<file path="src/lobm_pkg.sv">
package lobm_pkg;

    localparam int MAX_ORDERS = 32;
    localparam int SLOT_W     = (MAX_ORDERS > 1) ? $clog2(MAX_ORDERS) : 1;
    localparam int AVAIL_W    = 32 + SLOT_W + 1;
    localparam int Q_DEPTH    = 2;
    localparam int QP_W       = (Q_DEPTH > 1) ? $clog2(Q_DEPTH) : 1;
    localparam int QC_W       = $clog2(Q_DEPTH + 1);

    localparam logic [SLOT_W-1:0] LAST_SLOT = SLOT_W'(MAX_ORDERS - 1);

    localparam logic       SIDE_BUY    = 1'b0;
    localparam logic       KIND_MARKET = 1'b1;
    localparam logic       REC_TRADE   = 1'b0;
    localparam logic       REC_REPORT  = 1'b1;
    localparam logic [1:0] TIF_GTC     = 2'd0;
    localparam logic [1:0] TIF_FOK     = 2'd2;

    typedef enum logic [1:0] {
        OP_ADD    = 2'd0,
        OP_CANCEL = 2'd1,
        OP_MODIFY = 2'd2,
        OP_NOP    = 2'd3
    } t_op;

    typedef enum logic [2:0] {
        RJ_NONE    = 3'd0,
        RJ_UNKNOWN = 3'd1,
        RJ_DUP     = 3'd2,
        RJ_QTY     = 3'd3,
        RJ_PRICE   = 3'd4,
        RJ_LIQ     = 3'd5,
        RJ_FOK     = 3'd6,
        RJ_FULL    = 3'd7
    } t_rej;

    typedef enum logic [1:0] {
        FS_NEW       = 2'd0,
        FS_PARTIAL   = 2'd1,
        FS_FILLED    = 2'd2,
        FS_CANCELLED = 2'd3
    } t_fstate;

    typedef enum logic [3:0] {
        S_IDLE,
        S_LOOKUP,
        S_DECIDE,
        S_ADD_CHK,
        S_LIQ,
        S_LIQ_CHK,
        S_BEST,
        S_TRADE,
        S_FINISH,
        S_REPORT
    } t_state;

    typedef struct packed {
        logic [1:0]         operation;
        logic [31:0]        order_id;
        logic [15:0]        trader;
        logic               side;
        logic               order_type;
        logic signed [31:0] price;
        logic [31:0]        quantity;
        logic [1:0]         tif;
    } t_in_item;

    typedef struct packed {
        logic               result_last;
        logic               record_kind;
        logic               accepted;
        logic [2:0]         reject_code;
        logic [1:0]         final_state;
        logic [31:0]        filled_qty;
        logic [31:0]        remaining_qty;
        logic [31:0]        contra_order_id;
        logic [15:0]        contra_trader_id;
        logic signed [31:0] fill_price;
        logic [31:0]        fill_qty;
        logic               priority_lost;
    } t_out_item;

    // classified word between front and back
    typedef struct packed {
        t_op                op;
        logic [31:0]        order_id;
        logic [15:0]        trader;
        logic               side;
        logic               kind;
        logic signed [31:0] price;
        logic [31:0]        quantity;
        logic [1:0]         tif;
        logic               id_zero;
        logic               qty_zero;
        logic               price_bad;
    } t_q_item;

    typedef struct packed {
        logic [31:0]        order_id;
        logic [15:0]        trader;
        logic               side;
        logic               kind;
        logic signed [31:0] price;
        logic [31:0]        remaining;
        logic [1:0]         tif;
        logic [15:0]        arrival;
    } t_slot;

    function automatic logic f_crosses(input logic side, input logic market,
                                       input logic signed [31:0] lim,
                                       input logic signed [31:0] p);
        logic res;
        if (market) begin
            res = 1'b1;
        end else if (side == SIDE_BUY) begin
            res = (p <= lim);
        end else begin
            res = (p >= lim);
        end
        return res;
    endfunction

    // true if candidate beats the current best: price first, then age
    function automatic logic f_better(input logic side,
                                      input logic signed [31:0] p_i,
                                      input logic [15:0] age_i,
                                      input logic signed [31:0] p_b,
                                      input logic [15:0] age_b);
        logic res;
        if (p_i != p_b) begin
            res = (side == SIDE_BUY) ? (p_i < p_b) : (p_i > p_b);
        end else begin
            res = (age_i > age_b);
        end
        return res;
    endfunction

endpackage

</file>
<file path="src/lobm_ifs.sv">
interface lobm_in_if;
    logic                 valid;
    logic                 ready;
    lobm_pkg::t_in_item   data;
    modport source (output valid, output data, input ready);
    modport sink   (input valid, input data, output ready);
endinterface


</file>
<file path="src/lobm_front.sv">
module lobm_front (
    input  logic               i_clk,
    input  logic               i_rst_n,
    lobm_in_if.sink            i_in,
    output logic               o_q_valid,
    output lobm_pkg::t_q_item  o_q_item,
    input  logic               i_q_ready
);

    lobm_pkg::t_q_item                r_q [lobm_pkg::Q_DEPTH];
    logic [lobm_pkg::QP_W-1:0]        r_wp;
    logic [lobm_pkg::QP_W-1:0]        r_rp;
    logic [lobm_pkg::QC_W-1:0]        r_cnt;
    lobm_pkg::t_q_item                w_item;
    logic                             w_push;
    logic                             w_pop;

    // classify the incoming word
    always_comb begin
        w_item.op        = lobm_pkg::t_op'(i_in.data.operation);
        w_item.order_id  = i_in.data.order_id;
        w_item.trader    = i_in.data.trader;
        w_item.side      = i_in.data.side;
        w_item.kind      = i_in.data.order_type;
        w_item.price     = i_in.data.price;
        w_item.quantity  = i_in.data.quantity;
        w_item.tif       = i_in.data.tif;
        w_item.id_zero   = (i_in.data.order_id == 32'd0);
        w_item.qty_zero  = (i_in.data.quantity == 32'd0);
        w_item.price_bad = (i_in.data.price <= 32'sd0);
    end

    assign i_in.ready = (r_cnt != lobm_pkg::QC_W'(lobm_pkg::Q_DEPTH));
    // drop no-op words at the door
    assign w_push     = i_in.valid && i_in.ready && (w_item.op != lobm_pkg::OP_NOP);
    assign o_q_valid  = (r_cnt != '0);
    assign o_q_item   = r_q[r_rp];
    assign w_pop      = o_q_valid && i_q_ready;

    // advance pointers and count
    always_ff @(posedge i_clk) begin
        if (!i_rst_n) begin
            r_wp  <= '0;
            r_rp  <= '0;
            r_cnt <= '0;
        end else begin
            if (w_push) begin
                r_wp <= (r_wp == lobm_pkg::QP_W'(lobm_pkg::Q_DEPTH - 1)) ? '0 : r_wp + 1'b1;
            end
            if (w_pop) begin
                r_rp <= (r_rp == lobm_pkg::QP_W'(lobm_pkg::Q_DEPTH - 1)) ? '0 : r_rp + 1'b1;
            end
            if (w_push && !w_pop) begin
                r_cnt <= r_cnt + 1'b1;
            end else if (!w_push && w_pop) begin
                r_cnt <= r_cnt - 1'b1;
            end
        end
    end

    // hold queue entries
    always_ff @(posedge i_clk) begin
        if (w_push) begin
            r_q[r_wp] <= w_item;
        end
    end

    a_cnt_bound: assert property (@(posedge i_clk) disable iff (!i_rst_n)
        r_cnt <= lobm_pkg::QC_W'(lobm_pkg::Q_DEPTH))
        else $error("queue count beyond depth");

endmodule

</file>
<file path="src/flat_wrapper.sv">
// flat-port wrapper written by rule: the top's interface ports become plain ports
module lobm_front_flat 
  (i_clk, i_rst_n, o_q_valid, o_q_item, i_q_ready, i_in_valid, i_in_data, i_in_ready);
  lobm_in_if i_in_i ();
  input  logic i_clk;
  input  logic i_rst_n;
  output logic o_q_valid;
  output lobm_pkg::t_q_item o_q_item;
  input  logic i_q_ready;
  input wire logic [$bits(i_in_i.valid)-1:0] i_in_valid;
  input wire logic [$bits(i_in_i.data)-1:0] i_in_data;
  output wire logic [$bits(i_in_i.ready)-1:0] i_in_ready;
  assign i_in_i.valid = i_in_valid;
  assign i_in_i.data = i_in_data;
  assign i_in_ready = i_in_i.ready;
  lobm_front u_core (.i_clk(i_clk), .i_rst_n(i_rst_n), .i_in(i_in_i), .o_q_valid(o_q_valid), .o_q_item(o_q_item), .i_q_ready(i_q_ready));
endmodule
</file>
<file path="config.mk">
export PLATFORM = sky130hd
export DESIGN_NAME = lobm_front_flat
export DESIGN_NICKNAME = d
export VERILOG_FILES = /design/src/lobm_pkg.sv /design/src/lobm_ifs.sv /design/src/lobm_front.sv /design/src/flat_wrapper.sv
export SDC_FILE = /design/constraint.sdc
export NUM_CORES = 1
export LEC_CHECK = 0
export BUFFER_PORTS_ARGS = -buffer_cell sky130_fd_sc_hd__buf_2
export CORE_MARGIN = 8
export CORE_UTILIZATION = 41
export CTS_BUF_LIST = sky130_fd_sc_hd__clkbuf_16
export DETAILED_ROUTE_END_ITERATION = 7
export PLACE_DENSITY = 0.67
export SYNTH_ARGS = -nofsm -noshare
export SYNTH_HDL_FRONTEND = slang
export SYNTH_SLANG_ARGS = --single-unit
</file>
<file path="constraint.sdc">
create_clock -name i_clk -period 5 [get_ports i_clk]
set_clock_uncertainty 0.15 [all_clocks]
set_input_delay 0.5 -clock i_clk [delete_from_list [all_inputs] [get_ports i_clk]]
set_output_delay 0.5 -clock i_clk [all_outputs]
set_load 0.005 [all_outputs]
</file>
==> metrics.cfg <==
[outcome]
outcome = finished clean

[cts]
cts.sinks = 247
cts_hold_buf = 0
cts_buffers = 25
htreeDepth = 1
clock_latency_ps = 500
clk_pin_slew_worst_paths_ps = 60
clk_path_buf_depth = 3
cts_setup_buffers = 0
cts_tree = done
clock-root-buffer = clkbuf_16
cts_resized = 0

[timing]
rsz0062_at_grt = no
worst_slack_ps = 1930
fmax_mhz = 326
min_period_over_period = 0.614
report.final.slew_viol_count = 0
worstMarginPinSlew_ps = 1120
min_period_ps = 3070
fin_tns_setup_ps = 0
hold_viol = 0
setup_violations = 0
slew_headroom = 0.252

[setup_path]
worst-path-max-fanout = 46
crit_type = flip-flop to output pin
cp.required_ps = 4350
path_cells = buf_4, mux2_2, buf_2
r2r-end = u_core.r_q[0][54]$_DFFE_PP_
critPathMaxStageDelay_ps = 710
timing.rr.start = u_core.r_cnt[0]$_SDFFE_PN0P_
cp_num_buf_inv = 2
cpLargestDelayFamily = buffers and inverters
worstSetupStartpointType = flip-flop
cpMaxStageDelayCell = dfxtp_4
r2r_slack_ps = 2380
r2r_cells = 4
worst_ep_arrival_time_ps = 2420
crit_path_end_kind = output pin

[finish]
layout.nets = 822
drive_above_1_share = 0.564
syn_to_final_growth_pct = 24.6

[floorplan]
dieArea_sq_um = 27500
ios = 245
die-width_microns = 166
initial_core_util = 0.420
die_h_microns = 166
core_sq_um = 21900
num_rows = 54

[synth]
synth_nets = 559
syn-cell-area_sq_um = 9190
synth_most_common_cell = edfxtp_1
ys_top_cells_by_count = 242 x edfxtp_1, 121 x mux2_2, 24 x nor4_1
synth-edff-count = 242
ys_types = 22
synth_cells = 436
avgSynthCellArea_sq_um = 21.1
synth_area_leaders = edfxtp_1 79%, mux2_2 15%, nor4_1 1.6%, buf_6 1.1%, dfxtp_1 1.1%
synth_largest_area_cell = edfxtp_1
async_flop_share = 0
synth-seq-cells = 247
synth_top_area_frac = 0.791
yosysSeqAreaShare = 0.802
synth_flop_cell = edfxtp_1
yosys_warnings = 0

[placement]
pre_cts_ws_ps = 2230
dp_hpwl_mm = 13.9
port_buffers = 244
gp_congestion = 0.751

[hold_path]
worstHoldPathCells = 1
hold_path_startpoint = i_in_data[67]
min_path_type = primary input to flip-flop
min_to = u_core.r_q[1][70]$_DFFE_PP_

[detailed_routing]
vias = 4983
drtPass1Iterations = 4
drt-total-wl_mm = 20.1
drtAntennaViolNets = 0
vias_per_cell = 5.00
drcViolationCount = 0
wire_per_inst_microns = 20.1
first_iter_violations = 238

[global_routing]
busiest_layer = met2
grt_util_met2 = 0.242
antenna_found_initial = 2
grt_pass1_vias = 5534
grt_max_degree = 84
grt_use_met1 = 0.164
grt_overflow = 0
grt_pass1_wl_mm = 30.8
grt_use_met3 = 0.0409
gr-usage-all-layers = 0.139

[pwr]
power.density_nw_per_um2 = 483
irDropWorstVdd_v = 0.000266
p_leak_nw = 4.18

[job]
maxCapViolCount = 0

## worst register-to-register path, delay by kind of cell, from the launching register on
kind	cells	cell delay, ps
AND/OR/NAND/NOR	2	400
buffers and inverters	2	1340
flip-flops	1	410
## metrics by stage
step	cells	util	hold slack (ps)	area, sq um	total power, W
global placement	952	0.489	334	10700	0.00385
finish	997	0.523	39.6	11400	0.00552
floorplan	436	-	322	9190	0.00338
CTS	996	0.523	7.21	11400	0.00562
global route	997	0.523	9.38	11400	0.00578
detailed placement	952	0.489	354	10700	0.00389
## report_power, final
| group | switching [W] | total (W) | internal, W |
|---|---|---|---|
| Sequential | 0.000101 | 0.00264 | 0.00254 |
| Combinational | 0.000575 | 0.00117 | 0.000594 |
| Clock | 0.000713 | 0.00171 | 0.00100 |
## layer usage
metal | share of wire | vias to the layer above | wire (microns)
li1 | - | 2285 | -
met1 | 0.41 | 2473 | 8300
met2 | 0.49 | 185 | 9920
met3 | 0.069 | 38 | 1390
met4 | 0.022 | 2 | 441
met5 | 0.00060 | - | 12
## cells in the final DEF, fill, tap and decap left out
| master | n |
|---|---|
| ha_1 | 1 |
| o21bai_1 | 1 |
| xor2_1 | 3 |
| o21ai_0 | 2 |
| buf_12 | 1 |
| or3_1 | 1 |
| buf_4 | 4 |
| bufinv_16 | 2 |
| clkinv_2 | 2 |
| nand2_1 | 1 |
| edfxtp_1 | 242 |
| or2_2 | 1 |
| a21oi_1 | 2 |
| inv_1 | 7 |
| buf_2 | 244 |
| dfxtp_4 | 1 |
| diode_2 | 1 |
| nor2_1 | 5 |
| and3_1 | 1 |
| clkbuf_16 | 25 |
| nand2b_1 | 1 |
| nor4_1 | 24 |
| a31o_2 | 1 |
| inv_4 | 1 |
| mux2_2 | 121 |
| and2_4 | 1 |
| clkinv_1 | 10 |
| nand4_1 | 7 |
| dfxtp_1 | 4 |
## sequential cells by signal, indices dropped and copies added (netlist names), named ones only
signal and flops:
u_core.r_cnt 2, u_core.r_q 242, u_core.r_rp 1, u_core.r_wp 1
## cell families (layout without fill, tap and decap cells)
group	Yosys count	after routing	share of synthesized area
muxes	121	121	0.148
buffers and inverters	16	296	0.0147
AOI/OAI and AO/OA	6	6	0.00395
other	0	1	0
xor gates and xnor gates	3	3	0.00286
and+or+nand+nor	42	42	0.0270
DFF	247	247	0.802
adders and majority gates	1	1	0.00136
## area by class of cell
class / instances / area (sq um)
Inverter: 3 / 13.8
Antenna cell: 1 / 2.50
Multi-Input combinational cell: 173 / 1690
Tap cell: 280 / 350
Clock inverter: 19 / 126
Timing Repair Buffer: 249 / 1270
Sequential cell: 247 / 7370
Clock buffer: 25 / 626
Fill cell: 1807 / 10400
## worst max path at each step
stage | start | endpoint | slack [ps] | cells past startpoint
6_report | flip-flop | o_q_item[112] | 1930 | 3
5_1_grt | flip-flop | o_q_item[117] | 1750 | 3
4_1_cts | flip-flop | o_q_item[117] | 1820 | 3
3_5_place_dp | i_in_data[117] | u_core.r_q[0][61]$_DFFE_PP_ | 2230 | 5
3_3_place_gp | i_in_data[116] | u_core.r_q[0][54]$_DFFE_PP_ | 2330 | 5
2_1_floorplan | i_in_data[116] | u_core.r_q[1][0]$_DFFE_PP_ | 820 | 3
(Power assumes the default switching activity.)
